===== src/hw/rtl/assert_macros.svh =====
// Assertion macros shared by the validator RTL.
// Needs nothing else; each use names its own clock and reset.
`ifndef ASSERT_MACROS_SVH
`define ASSERT_MACROS_SVH
`ifndef SYNTHESIS
`define ASSERT_CLK(label, clk, rst_n, prop) \
    label: assert property (@(posedge clk) disable iff (!rst_n) prop) \
        else $error("assertion failed");
`define ASSERT_NEVER(label, clk, rst_n, cond) \
    `ASSERT_CLK(label, clk, rst_n, !(cond))
`else
`define ASSERT_CLK(label, clk, rst_n, prop)
`define ASSERT_NEVER(label, clk, rst_n, cond)
`endif
`endif


===== src/hw/rtl/ntv_pkg.sv =====
// Shared constants, types and the CDATA literal table for the tag validator.
// No dependencies.
package ntv_pkg;

    localparam int STACK_DEPTH_DEF  = 32;
    localparam int MAX_NAME_LEN_DEF = 9;
    localparam int LETTER_W         = 5;
    localparam int CDATA_LEN        = 7;

    localparam logic [7:0] CH_LT     = 8'h3C;
    localparam logic [7:0] CH_GT     = 8'h3E;
    localparam logic [7:0] CH_SLASH  = 8'h2F;
    localparam logic [7:0] CH_BANG   = 8'h21;
    localparam logic [7:0] CH_RBRACK = 8'h5D;
    localparam logic [7:0] CH_A      = 8'h41;
    localparam logic [7:0] CH_Z      = 8'h5A;

    typedef struct packed {
        logic push;
        logic pop;
        logic clear;
    } stack_ctl_t;

    typedef struct packed {
        logic empty;
        logic one;
        logic full;
    } stack_stat_t;

    // Characters that follow "<!" in "<![CDATA["
    function automatic logic [7:0] cdata_char(input logic [2:0] idx);
        logic [7:0] ch;
        unique case (idx)
            3'd0:    ch = 8'h5B;
            3'd1:    ch = 8'h43;
            3'd2:    ch = 8'h44;
            3'd3:    ch = 8'h41;
            3'd4:    ch = 8'h54;
            3'd5:    ch = 8'h41;
            3'd6:    ch = 8'h5B;
            default: ch = 8'h00;
        endcase
        return ch;
    endfunction

endpackage


===== src/hw/rtl/ntv_if.sv =====
// Valid/ready channels for document characters and verdicts.
// Needs nothing else.
interface ntv_char_if;
    logic       valid;
    logic       ready;
    logic [7:0] byte_in;
    logic       last_byte;

    modport source (output valid, output byte_in, output last_byte, input ready);
    modport sink   (input valid, input byte_in, input last_byte, output ready);
endinterface

interface ntv_verdict_if;
    logic valid;
    logic ready;
    logic doc_valid;
    logic depth_overflow;

    modport source (output valid, output doc_valid, output depth_overflow, input ready);
    modport sink   (input valid, input doc_valid, input depth_overflow, output ready);
endinterface


===== src/hw/rtl/ntv_stack.sv =====
// Tag-name stack: entry memory, stack pointer and registered top-of-stack read.
// Uses ntv_pkg and assert_macros.svh.
`include "assert_macros.svh"

module ntv_stack #(
    parameter int DEPTH   = 32,
    parameter int ENTRY_W = 49
) (
    input  logic                 clk,
    input  logic                 rst_n,
    input  ntv_pkg::stack_ctl_t  ctl,
    input  logic [ENTRY_W-1:0]   wr_entry,
    output logic [ENTRY_W-1:0]   top_entry,
    output ntv_pkg::stack_stat_t stat
);
    import ntv_pkg::*;

    localparam int ADDR_W = (DEPTH > 1) ? $clog2(DEPTH) : 1;
    localparam int SP_W   = $clog2(DEPTH + 1);

    logic [ENTRY_W-1:0] mem [DEPTH];
    logic [ENTRY_W-1:0] rd_reg;
    logic [SP_W-1:0]    sp_reg;
    logic [SP_W-1:0]    sp_next;
    logic [ADDR_W-1:0]  wr_addr;
    logic [ADDR_W-1:0]  rd_addr;

    assign wr_addr = sp_reg[ADDR_W-1:0];
    assign rd_addr = ADDR_W'(sp_reg - SP_W'(1));

    always_comb
    begin
        priority if (ctl.clear)
        begin
            sp_next = '0;
        end
        else if (ctl.push)
        begin
            sp_next = sp_reg + SP_W'(1);
        end
        else if (ctl.pop)
        begin
            sp_next = sp_reg - SP_W'(1);
        end
        else
        begin
            sp_next = sp_reg;
        end
    end

    always_ff @(posedge clk or negedge rst_n)
    begin
        if (!rst_n)
        begin
            sp_reg <= '0;
        end
        else
        begin
            sp_reg <= sp_next;
        end
    end

    // A close tag is at least four characters after any push or pop,
    // so the registered top read is always current when compared.
    always_ff @(posedge clk)
    begin
        if (ctl.push)
        begin
            mem[wr_addr] <= wr_entry;
        end
        rd_reg <= mem[rd_addr];
    end

    assign top_entry  = rd_reg;
    assign stat.empty = (sp_reg == '0);
    assign stat.one   = (sp_reg == SP_W'(1));
    assign stat.full  = (sp_reg == SP_W'(DEPTH));

    `ASSERT_NEVER(a_push_full, clk, rst_n, ctl.push && stat.full)
    `ASSERT_NEVER(a_pop_empty, clk, rst_n, ctl.pop && stat.empty)
    `ASSERT_CLK(a_push_grows, clk, rst_n,
        (ctl.push && !ctl.clear) |=> (sp_reg == $past(sp_reg) + SP_W'(1)))

endmodule


===== src/hw/rtl/ntv_parser.sv =====
// Character-level parser: mode machine, CDATA matcher, name buffer, verdict.
// Uses ntv_pkg and assert_macros.svh; drives ntv_stack through a control struct.
`include "assert_macros.svh"

module ntv_parser #(
    parameter int MAX_NAME_LEN = 9,
    parameter int NAME_W       = 45,
    parameter int LEN_W        = 4
) (
    input  logic                      clk,
    input  logic                      rst_n,
    input  logic                      fire,
    input  logic [7:0]                ch,
    input  logic                      last,
    input  logic [NAME_W+LEN_W-1:0]   top_entry,
    input  ntv_pkg::stack_stat_t      stat,
    output ntv_pkg::stack_ctl_t       ctl,
    output logic [NAME_W+LEN_W-1:0]   entry,
    output logic                      doc_ok,
    output logic                      doc_ovf
);
    import ntv_pkg::*;

    localparam logic [3:0] MODE_START      = 4'd0;
    localparam logic [3:0] MODE_LT_FIRST   = 4'd1;
    localparam logic [3:0] MODE_CONTENT    = 4'd2;
    localparam logic [3:0] MODE_LT         = 4'd3;
    localparam logic [3:0] MODE_OPEN_NAME  = 4'd4;
    localparam logic [3:0] MODE_CLOSE_NAME = 4'd5;
    localparam logic [3:0] MODE_CDATA_OPEN = 4'd6;
    localparam logic [3:0] MODE_CDATA_BODY = 4'd7;
    localparam logic [3:0] MODE_DONE       = 4'd8;

    logic [3:0]        mode_reg, mode_next, mode_step;
    logic [2:0]        cnt_reg, cnt_next, cnt_step;
    logic [NAME_W-1:0] name_reg, name_next, name_step;
    logic [LEN_W-1:0]  len_reg, len_next, len_step;
    logic              err_reg, err_next, err_step;
    logic              ovf_reg, ovf_next, ovf_step;
    logic              is_upper;
    logic [7:0]        ch_off;
    logic [NAME_W-1:0] letter;
    logic [2:0]        cnt_inc;

    assign is_upper = (ch >= CH_A) && (ch <= CH_Z);
    assign ch_off   = ch - CH_A;
    assign letter   = NAME_W'(ch_off[LETTER_W-1:0]);
    assign cnt_inc  = cnt_reg + 3'd1;
    assign entry    = {len_reg, name_reg};

    always_comb
    begin
        mode_step = mode_reg;
        cnt_step  = cnt_reg;
        name_step = name_reg;
        len_step  = len_reg;
        err_step  = err_reg;
        ovf_step  = ovf_reg;
        ctl       = '0;

        if (fire && !err_reg)
        begin
            unique case (mode_reg)
                MODE_START:
                begin
                    if (ch == CH_LT) mode_step = MODE_LT_FIRST;
                    else             err_step  = 1'b1;
                end
                MODE_LT_FIRST:
                begin
                    if (is_upper)
                    begin
                        name_step = letter;
                        len_step  = LEN_W'(1);
                        mode_step = MODE_OPEN_NAME;
                    end
                    else
                    begin
                        err_step = 1'b1;
                    end
                end
                MODE_CONTENT:
                begin
                    if (ch == CH_LT) mode_step = MODE_LT;
                end
                MODE_LT:
                begin
                    priority if (ch == CH_SLASH)
                    begin
                        name_step = '0;
                        len_step  = '0;
                        mode_step = MODE_CLOSE_NAME;
                    end
                    else if (ch == CH_BANG)
                    begin
                        cnt_step  = '0;
                        mode_step = MODE_CDATA_OPEN;
                    end
                    else if (is_upper)
                    begin
                        name_step = letter;
                        len_step  = LEN_W'(1);
                        mode_step = MODE_OPEN_NAME;
                    end
                    else
                    begin
                        err_step = 1'b1;
                    end
                end
                MODE_OPEN_NAME, MODE_CLOSE_NAME:
                begin
                    priority if (is_upper)
                    begin
                        if (len_reg == '0)
                        begin
                            name_step = letter;
                            len_step  = LEN_W'(1);
                        end
                        else if (len_reg >= LEN_W'(MAX_NAME_LEN))
                        begin
                            err_step = 1'b1;
                        end
                        else
                        begin
                            name_step = (name_reg << LETTER_W) | letter;
                            len_step  = len_reg + LEN_W'(1);
                        end
                    end
                    else if (ch == CH_GT && mode_reg == MODE_OPEN_NAME)
                    begin
                        if (stat.full)
                        begin
                            ovf_step = 1'b1;
                            err_step = 1'b1;
                        end
                        else
                        begin
                            ctl.push  = 1'b1;
                            mode_step = MODE_CONTENT;
                        end
                    end
                    else if (ch == CH_GT)
                    begin
                        if (len_reg == '0 || stat.empty || top_entry != entry)
                        begin
                            err_step = 1'b1;
                        end
                        else
                        begin
                            ctl.pop   = 1'b1;
                            mode_step = stat.one ? MODE_DONE : MODE_CONTENT;
                        end
                    end
                    else
                    begin
                        err_step = 1'b1;
                    end
                end
                MODE_CDATA_OPEN:
                begin
                    if (ch == cdata_char(cnt_reg))
                    begin
                        if (cnt_inc == 3'(CDATA_LEN))
                        begin
                            cnt_step  = '0;
                            mode_step = MODE_CDATA_BODY;
                        end
                        else
                        begin
                            cnt_step = cnt_inc;
                        end
                    end
                    else
                    begin
                        err_step = 1'b1;
                    end
                end
                MODE_CDATA_BODY:
                begin
                    priority if (ch == CH_RBRACK)
                    begin
                        if (cnt_reg < 3'd2) cnt_step = cnt_inc;
                    end
                    else if (ch == CH_GT && cnt_reg >= 3'd2)
                    begin
                        cnt_step  = '0;
                        mode_step = MODE_CONTENT;
                    end
                    else
                    begin
                        cnt_step = '0;
                    end
                end
                default:
                begin
                    err_step = 1'b1;
                end
            endcase
        end

        doc_ok  = !err_step && (mode_step == MODE_DONE);
        doc_ovf = ovf_step;

        // Clear for the next document after the final character
        ctl.clear = fire && last;
        if (ctl.clear)
        begin
            mode_next = MODE_START;
            cnt_next  = '0;
            name_next = '0;
            len_next  = '0;
            err_next  = 1'b0;
            ovf_next  = 1'b0;
        end
        else
        begin
            mode_next = mode_step;
            cnt_next  = cnt_step;
            name_next = name_step;
            len_next  = len_step;
            err_next  = err_step;
            ovf_next  = ovf_step;
        end
    end

    always_ff @(posedge clk or negedge rst_n)
    begin
        if (!rst_n)
        begin
            mode_reg <= MODE_START;
            cnt_reg  <= '0;
            name_reg <= '0;
            len_reg  <= '0;
            err_reg  <= 1'b0;
            ovf_reg  <= 1'b0;
        end
        else
        begin
            mode_reg <= mode_next;
            cnt_reg  <= cnt_next;
            name_reg <= name_next;
            len_reg  <= len_next;
            err_reg  <= err_next;
            ovf_reg  <= ovf_next;
        end
    end

    `ASSERT_CLK(a_ovf_err, clk, rst_n, ovf_reg |-> err_reg)
    `ASSERT_CLK(a_done_empty, clk, rst_n, (mode_reg == MODE_DONE) |-> stat.empty)
    `ASSERT_CLK(a_body_cnt, clk, rst_n, (mode_reg == MODE_CDATA_BODY) |-> (cnt_reg <= 3'd2))

endmodule


===== src/hw/rtl/nested_tag_validator.sv =====
// Top level of the nested tag validator: input register, parser, tag stack, verdict register.
// Uses ntv_pkg, ntv_if, ntv_parser and ntv_stack.
//
//  channel   dir  payload                      moves
//  chars     in   byte_in[7:0], last_byte      one document character per item
//  verdict   out  doc_valid, depth_overflow    one item per document, on its last character
//
// One character per cycle unless a held verdict stalls; each item waits in the input register
// and a verdict appears in the output register the cycle after the last character is parsed.
// The per-character path is the mode update plus one compare against the stack top.
// rst_n clears the parser and stack pointer; stack memory needs no clearing pass.
// A held verdict stalls only a following last character; other characters keep flowing.
module nested_tag_validator #(
    parameter int STACK_DEPTH  = ntv_pkg::STACK_DEPTH_DEF,
    parameter int MAX_NAME_LEN = ntv_pkg::MAX_NAME_LEN_DEF
) (
    input logic         clk,
    input logic         rst_n,
    ntv_char_if.sink    chars,
    ntv_verdict_if.source verdict
);
    import ntv_pkg::*;

    localparam int NAME_W  = LETTER_W * MAX_NAME_LEN;
    localparam int LEN_W   = $clog2(MAX_NAME_LEN + 1);
    localparam int ENTRY_W = NAME_W + LEN_W;

    logic               hold_valid_reg;
    logic [7:0]         hold_byte_reg;
    logic               hold_last_reg;
    logic               out_valid_reg;
    logic               out_ok_reg;
    logic               out_ovf_reg;
    logic               out_free;
    logic               advance;
    logic               doc_ok;
    logic               doc_ovf;
    logic [ENTRY_W-1:0] entry;
    logic [ENTRY_W-1:0] top_entry;
    stack_ctl_t         ctl;
    stack_stat_t        stat;

    assign out_free    = !out_valid_reg || verdict.ready;
    assign advance     = hold_valid_reg && (!hold_last_reg || out_free);
    assign chars.ready = !hold_valid_reg || advance;

    always_ff @(posedge clk or negedge rst_n)
    begin
        if (!rst_n)
        begin
            hold_valid_reg <= 1'b0;
            out_valid_reg  <= 1'b0;
        end
        else
        begin
            if (chars.ready)
            begin
                hold_valid_reg <= chars.valid;
            end
            if (advance && hold_last_reg)
            begin
                out_valid_reg <= 1'b1;
            end
            else if (verdict.ready)
            begin
                out_valid_reg <= 1'b0;
            end
        end
    end

    always_ff @(posedge clk)
    begin
        if (chars.ready && chars.valid)
        begin
            hold_byte_reg <= chars.byte_in;
            hold_last_reg <= chars.last_byte;
        end
        if (advance && hold_last_reg)
        begin
            out_ok_reg  <= doc_ok;
            out_ovf_reg <= doc_ovf;
        end
    end

    ntv_parser #(
        .MAX_NAME_LEN (MAX_NAME_LEN),
        .NAME_W       (NAME_W),
        .LEN_W        (LEN_W)
    ) u_parser (
        .clk       (clk),
        .rst_n     (rst_n),
        .fire      (advance),
        .ch        (hold_byte_reg),
        .last      (hold_last_reg),
        .top_entry (top_entry),
        .stat      (stat),
        .ctl       (ctl),
        .entry     (entry),
        .doc_ok    (doc_ok),
        .doc_ovf   (doc_ovf)
    );

    ntv_stack #(
        .DEPTH   (STACK_DEPTH),
        .ENTRY_W (ENTRY_W)
    ) u_stack (
        .clk       (clk),
        .rst_n     (rst_n),
        .ctl       (ctl),
        .wr_entry  (entry),
        .top_entry (top_entry),
        .stat      (stat)
    );

    assign verdict.valid          = out_valid_reg;
    assign verdict.doc_valid      = out_ok_reg;
    assign verdict.depth_overflow = out_ovf_reg;

endmodule

===== src/flat_wrapper.sv =====
// flat-port wrapper written by rule: the top's interface ports become plain ports
module nested_tag_validator_flat import ntv_pkg::*;
#(
    parameter int STACK_DEPTH  = ntv_pkg::STACK_DEPTH_DEF,
    parameter int MAX_NAME_LEN = ntv_pkg::MAX_NAME_LEN_DEF
)
  (clk, rst_n, chars_valid, chars_byte_in, chars_last_byte, chars_ready, verdict_valid, verdict_doc_valid, verdict_depth_overflow, verdict_ready);
  ntv_char_if chars_i ();
  ntv_verdict_if verdict_i ();
  input logic clk;
  input logic rst_n;
  input wire logic [$bits(chars_i.valid)-1:0] chars_valid;
  input wire logic [$bits(chars_i.byte_in)-1:0] chars_byte_in;
  input wire logic [$bits(chars_i.last_byte)-1:0] chars_last_byte;
  output wire logic [$bits(chars_i.ready)-1:0] chars_ready;
  output wire logic [$bits(verdict_i.valid)-1:0] verdict_valid;
  output wire logic [$bits(verdict_i.doc_valid)-1:0] verdict_doc_valid;
  output wire logic [$bits(verdict_i.depth_overflow)-1:0] verdict_depth_overflow;
  input wire logic [$bits(verdict_i.ready)-1:0] verdict_ready;
  assign chars_i.valid = chars_valid;
  assign chars_i.byte_in = chars_byte_in;
  assign chars_i.last_byte = chars_last_byte;
  assign chars_ready = chars_i.ready;
  assign verdict_valid = verdict_i.valid;
  assign verdict_doc_valid = verdict_i.doc_valid;
  assign verdict_depth_overflow = verdict_i.depth_overflow;
  assign verdict_i.ready = verdict_ready;
  nested_tag_validator #(.STACK_DEPTH(STACK_DEPTH), .MAX_NAME_LEN(MAX_NAME_LEN)) u_core (.clk(clk), .rst_n(rst_n), .chars(chars_i), .verdict(verdict_i));
endmodule

===== config.mk =====
export PLATFORM = sky130hd
export DESIGN_NAME = nested_tag_validator_flat
export DESIGN_NICKNAME = d
export VERILOG_FILES = /design/src/hw/rtl/ntv_pkg.sv /design/src/hw/rtl/ntv_if.sv /design/src/hw/rtl/ntv_stack.sv /design/src/hw/rtl/ntv_parser.sv /design/src/hw/rtl/nested_tag_validator.sv /design/src/flat_wrapper.sv
export VERILOG_INCLUDE_DIRS = /design/src /design/src/hw/rtl
export SDC_FILE = /design/constraint.sdc
export NUM_CORES = 2
export LEC_CHECK = 0
export BUFFER_PORTS_ARGS = -buffer_cell sky130_fd_sc_hd__buf_4
export CAP_MARGIN = 20
export CORE_MARGIN = 3
export CORE_UTILIZATION = 23
export DETAILED_ROUTE_END_ITERATION = 7
export HOLD_SLACK_MARGIN = 0.03
export PLACE_DENSITY_LB_ADDON = 0.05
export SYNTH_ARGS = -nofsm -noshare
export SYNTH_HDL_FRONTEND = slang
export SYNTH_SLANG_ARGS = --single-unit

===== constraint.sdc =====
create_clock -name clk -period 9.9 [get_ports clk]
set_clock_uncertainty 0.1 [all_clocks]
set_input_delay 0.99 -clock clk [delete_from_list [all_inputs] [get_ports clk]]
set_output_delay 0.99 -clock clk [all_outputs]
set_load 0.01 [all_outputs]

======== Yosys cells after proc, flatten, opt, wreduce, memory -nomap -nowiden ========
Memories as Yosys holds them, arrays and structs flattened. A register that Yosys moved wholly into a read port is not among the register bits.
Index checks and enable logic that the tools add are counted.
word-level totals
  flip-flop bits (word level) ............. 77
  bits in latches ......................... 0
  output and inout bits ................... 4
  word-level logic and storage cells ...... 173
  RAM bits ................................ 1568
  bits of input ports ..................... 13
  bits in read-only memories .............. 0
  memories ................................ 1
memories
  name                depth  bits a word  read ports  clocked after memory_dff  write ports  line             source
  u_core.u_stack.mem  32     49           1           1                         1            ntv_stack.sv:21  logic [ENTRY_W-1:0] mem [DEPTH];
cells by class
  shifts and indexed selects .............. 0
  add/subtract/negate cells ............... 5
  mux-type cells .......................... 84
  bitwise operators ....................... 1
  equal/unequal tests ..................... 31
  multipliers ............................. 0
  div/mod/pow operators ................... 0
  reductions and logical operators ........ 33
  magnitude comparators ................... 5
operators with widths
  cell                                                                               count
  45-bit two-way mux                                                                 8
  45-bit one-hot mux with 3 select lines                                             1
  4-bit two-way mux                                                                  25
  49-bit inequality test                                                             1
  45-bit by 5-bit bitwise OR with 45-bit output                                      1
  7-bit one-hot mux with 5 select lines                                              1
  8-bit by 6-bit equality test with 1-bit output (second input constant)             4
  1-bit two-way mux                                                                  29
  4-bit one-hot mux with 7 select lines                                              1
  3-bit two-way mux                                                                  8
  6-bit two-way mux                                                                  3
  4-bit by 3-bit equality test with 1-bit output (second input constant)             4
  8-bit two-way mux                                                                  2
  3-bit equality test (second input constant)                                        4
  3-bit by 2-bit inequality test with 1-bit output (second input constant)           4
  4-bit by 3-bit inequality test with 1-bit output (second input constant)           3
  4-bit one-hot mux with 3 select lines                                              1
  3-bit one-hot mux with 3 select lines                                              1
  4-bit by 2-bit equality test with 1-bit output (second input constant)             2
  8-bit by 7-bit equality test with 1-bit output (second input constant)             1
  8-bit equality test                                                                1
  8-bit by 7-bit >= comparator with 1-bit output (second input constant)             1
  8-bit by 7-bit less-or-equal comparator with 1-bit output (second input constant)  1
  1-bit logical AND                                                                  8
  other kinds (27)                                                                   44

======== Logic depth before layout (Yosys ltp) ========
  depth after elaboration ................. 12
  depth in mapped cells ................... 13
  mapped depth without buffers ............ 10

======== Cells and area by module ========
From an unflattened synthesis, not the netlist that was laid out.
second synthesis, totals
  cell total of the unflattened synthesis .. 3047
  area, all modules ....................... 65932.0 µm²
by module, submodules not included
  module                area each (µm²)  sequential area each (µm²)  cells an instance  instances
  ntv_stack             61894.4          48216.2                     2662               1
  ntv_parser            3601.0           1451.4                      364                1
  nested_tag_validator  436.7            380.4                       21                 1

======== Worst setup path after synthesis ========
Ideal clock, no wire load.
  kind .................................... register to register
  start ................................... reg u_core.u_stack.sp_reg[0]
  end ..................................... mem u_core.u_stack.mem[12][0], enable pin
  data required time ...................... 9.344 ns
  stages on the path, launching flop included .. 11
  path buffers ............................ 4
  setup time .............................. 0.456 ns
  arrival time ............................ 4.222 ns
  clock period less this slack ............ 4.778 ns
  setup slack ............................. 5.122 ns
  cell sequence ........................... dfrtp_1 buf_2 buf_2 buf_2 inv_1 ha_1 nand4b_1 and3_1 clkbuf_1 nand2_1 nor2_1
on the way
  cells in the longest elaborated chain, start to end .. 8
ends and longest elaborated chain
  element                                  line               source
  start, declared                          ntv_stack.sv:23    logic [SP_W-1:0] sp_reg;
  start signal, assigned                   ntv_stack.sv:59    sp_reg <= sp_next;
  6-bit equality test                      ntv_stack.sv:77    assign stat.full = (sp_reg == SP_W'(DEPTH));
  1-bit two-way mux                        ntv_parser.sv:131  if (stat.full)
  1-bit two-way mux                        ntv_parser.sv:129  else if (ch == CH_GT && mode_reg == MODE_OPEN_NAME)
  2-bit two-way mux                        ntv_parser.sv:112  priority if (is_upper)
  2-bit two-way mux                        ntv_parser.sv:63   unique case (mode_reg)
  2-bit two-way mux                        ntv_parser.sv:61   if (fire && !err_reg)
  1-bit two-way mux                        ntv_stack.sv:67    if (ctl.push)
  1-bit two-way mux (implied by the code)  ntv_stack.sv:69    mem[wr_addr] <= wr_entry;
  end, declared                            ntv_stack.sv:21
Parallel ways exist; a longest one is shown, timed or not.

======== Final worst setup path ========
  start ................................... reg u_core.u_stack.sp_reg[0]
  end ..................................... reg u_core.u_stack.rd_reg[33], in the netlist u_core.u_stack.top_entry[33], read port of u_core.u_stack.mem
on the way
  cells in the longest elaborated chain, start to end .. 1
ends and longest elaborated chain
  element                                      line             source
  6-bit by 1-bit subtractor with 6-bit output  ntv_stack.sv:29  assign rd_addr = ADDR_W'(sp_reg - SP_W'(1));
  end, declared                                ntv_stack.sv:22  logic [ENTRY_W-1:0] rd_reg;
No other way between the ends.
A chain may end at the register's enable or synchronous reset.

==> results_dict.tcl <==
set metrics [dict create \
    async_reset_ff_share_pct 3.896 \
    status "completed" \
    worstMarginPinSlew_ns 1.149 \
    finalCriticalPeriod_ns 5.449 \
    fmax_mhz 183.5 \
    dr_total_vias 30130 \
    path_cells "buf_4 > buf_12 > buf_4 > buf_4 > mux4_2 > mux4_2 > mux2_2" \
    root_buffer "clkbuf_16" \
    drive_above_1_share_pct 33.02 \
    synth_top_cells_by_count "edfxtp_1, mux4_2, clkbuf_1" \
    leakage_nw 23.70 \
    synth_mux_area_share_pct 17.86 \
    synth_top_area_share_pct 72.89 \
    pre_cts_slack_ns 4.114 \
    relSlewSlack_pct 23.41 \
    cp.required_ns 10.51 \
    fin_tns_setup_ns 0 \
    syn_to_final_growth_pct 19.10 \
    crit_path_max_fanout 81 \
    vias_per_cell 4.364 \
    setup_violations 0 \
    final_cells 6905 \
    yosys.cell_types.count 70 \
    synth_top_area_cell "edfxtp_1" \
    largest_reg_flops 1568 \
    wl_per_cell_um 30.18 \
    synth_cells 2787 \
    hpwl_mm 112.7 \
    track_usage_pct 14.38 \
    synth_area_leaders "edfxtp_1, mux4_2, dfrtp_1" \
    io_pins 17 \
    drt_iter0_drc 2420 \
    ys.warnings.count 0 \
    end_kind "flop" \
    synth-simple-area-share_pct 1.671 \
    worstPathArrival_ns 6.06 \
    grt-ovfl-total 0 \
    fin_crit_sh_pct 55.04 \
    ys_ff_latch 1694 \
    portBuffers 16 \
    crit_path_start_kind "flop" \
    synth_compound_area_share_pct 1.335 \
    max_stage_delay_ns 0.85 \
    synthXorXnorAreaFrac_pct 0.8078 \
    initial_core_util_pct 23.20 \
    synth_fa_ha_area_share_pct 0.3462 \
    fillCellCount 27530 \
    place_inst 6508 \
    fin_ws_ns 4.451 \
    gp_congestion 0.7038 \
    antenna_found_initial 11 \
    grt_max_degree 114 \
    syn_area_um2 65050 \
    numCtsBuffers 211 \
    antenna_left 0 \
    path_clk_slew_ns 0.06 \
    yosysSeqAreaShare_pct 76.94 \
    coreArea_um2 280400 \
    cp_common_cell "buf_4" \
    die-area_um2 289200 \
    synth_nets 2818 \
    clock_path_buffers 4 \
    final_hold_viol_count 0 \
    fp.dieW_um 537.8 \
    synth-main-ff-cell "edfxtp_1" \
    clock_latency_ns 0.87 \
    hold_path.class "input port to flop" \
    cts.sinks 1694 \
    synth_top_family_by_area "multiplexers" \
    drt-total-wl_mm 208.4 \
    whs_ns 0.2225 \
    fin_nets 3035 \
    rows 194 \
    drcViolationCount 0 \
    die_h_um 537.8 \
    critical_path_class "flop to flop" \
    rsz0062_at_grt "false" \
    syn_area_per_cell_um2 23.34 \
    cts_tree "done" \
    synth_edf_count 1579 \
    worst_path_max_delay_cell "buf_4" \
    irDropWorstVdd_uv 133.2 \
    drv_slew 0 \
    drv_cap 0 \
    first_global_vias 32760 \
    grt_pass1_wl_mm 285.3 \
    synth_most_common_cell "edfxtp_1" \
    cellPowerDensity_nw_per_um2 197.5 \
    dr.pass1.iters 5 \
    htree_levels 4 \
]
==> stage by stage <==
stage               total power [mW]  util (%)  area [µm²]
CTS                            15.57     27.58       77310
floorplan                      7.890         -       65050
global route                   15.84     27.63       77470
finish                         15.30     27.64       77480
global placement               7.917     25.13       70440
detailed placement             7.917     25.17       70560
==> power by group <==
part	switching, mW	internal (mW)	leakage (nW)
registers	0.00645	7.72	16.1
logic	0.0329	0.0131	4.32
clock network	3.01	4.52	3.28
==> layer usage <==
metal | GRT usage, % | share of wire [%] | vias up
met1 | 19.28 | 44 | 16880
met2 | 24.24 | 49 | 623
met4 | 3.855 | 2.7 | 0
met5 | 0 | 0 | -
met3 | 2.223 | 3.4 | 297
li1 | - | - | 12340
==> logic make-up after synthesis <==
| family | Yosys count |
|---|---|
| and+or+nand+nor | 198 |
| xor gates and xnor gates | 60 |
| adders and majority gates | 18 |
| DFF | 1694 |
| muxes | 542 |
| AOI/OAI and AO/OA | 119 |
| buffers and inverters | 156 |
==> layout make-up <==
type	count	area (µm²)	area share, %
Antenna cell	4	10.01	0.01292
Clock inverter	98	1013	1.308
Tap cell	3724	4659	6.014
Inverter	14	52.55	0.06783
Sequential cell	1694	50060	64.62
Timing Repair Buffer	146	1326	1.712
Clock buffer	288	5723	7.387
Multi-Input combinational cell	937	14630	18.88
==> cells in the final DEF, fill, tap and decap left out, types with 25 or more instances in the layout <==
| cell type | Yosys | layout |
|---|---|---|
| clkbuf_1 | 83 | 65 |
| a22o_1 | 39 | 39 |
| xor2_1 | 47 | 46 |
| mux2_2 | 50 | 50 |
| clkinv_2 | 0 | 36 |
| clkinv_1 | 0 | 31 |
| dfrtp_1 | 66 | 56 |
| edfxtp_1 | 1579 | 1579 |
| nor2_4 | 0 | 32 |
| dfxtp_1 | 49 | 49 |
| nand2_1 | 38 | 38 |
| clkbuf_16 | 0 | 214 |
| buf_4 | 8 | 131 |
| mux4_2 | 490 | 490 |
| nor2_1 | 57 | 25 |
==> worst max-delay path, delay by kind of cell (launching register included) <==
kind | cells | cell delay [ns]
multiplexers | 3 | 1.40
buffers and inverters | 4 | 2.79
flip-flops | 1 | 0.79
==> final timing paths <==
kind / start / endpoint / slack [ns] / cells after the start
worst max-delay path: u_core.u_stack.sp_reg[0]$_DFFE_PN0P_ / u_core.u_stack.top_entry[33]$_DFF_P_ / 4.45 / 7
worst min-delay path: chars_byte_in[7] / u_core.hold_byte_reg[7]$_DFFE_PP_ / 0.22 / 1
worst max register to register: u_core.u_stack.sp_reg[0]$_DFFE_PN0P_ / u_core.u_stack.top_entry[33]$_DFF_P_ / 4.45 / 7
worst min register to register: u_core.u_parser.name_reg[41]$_DFFE_PN0P_ / u_core.u_stack.mem[21][41]$_DFFE_PP_ / 0.40 / 0
max in group asynchronous: rst_n / u_core.u_parser.name_reg[40]$_DFFE_PN0P_ / 7.88 / 3
min in group asynchronous: rst_n / u_core.u_parser.cnt_reg[0]$_DFFE_PN0P_ / 0.60 / 2
==> what timing repair did <==
item | CTS | global route
endpoints found under the setup margin | 0 | 0
hold buffers | 1 | 0
endpoints found under the hold margin | 22 | 0
resized for setup | 0 | 0
buffers inserted | 0 | 0
(Power assumes the default switching activity.)
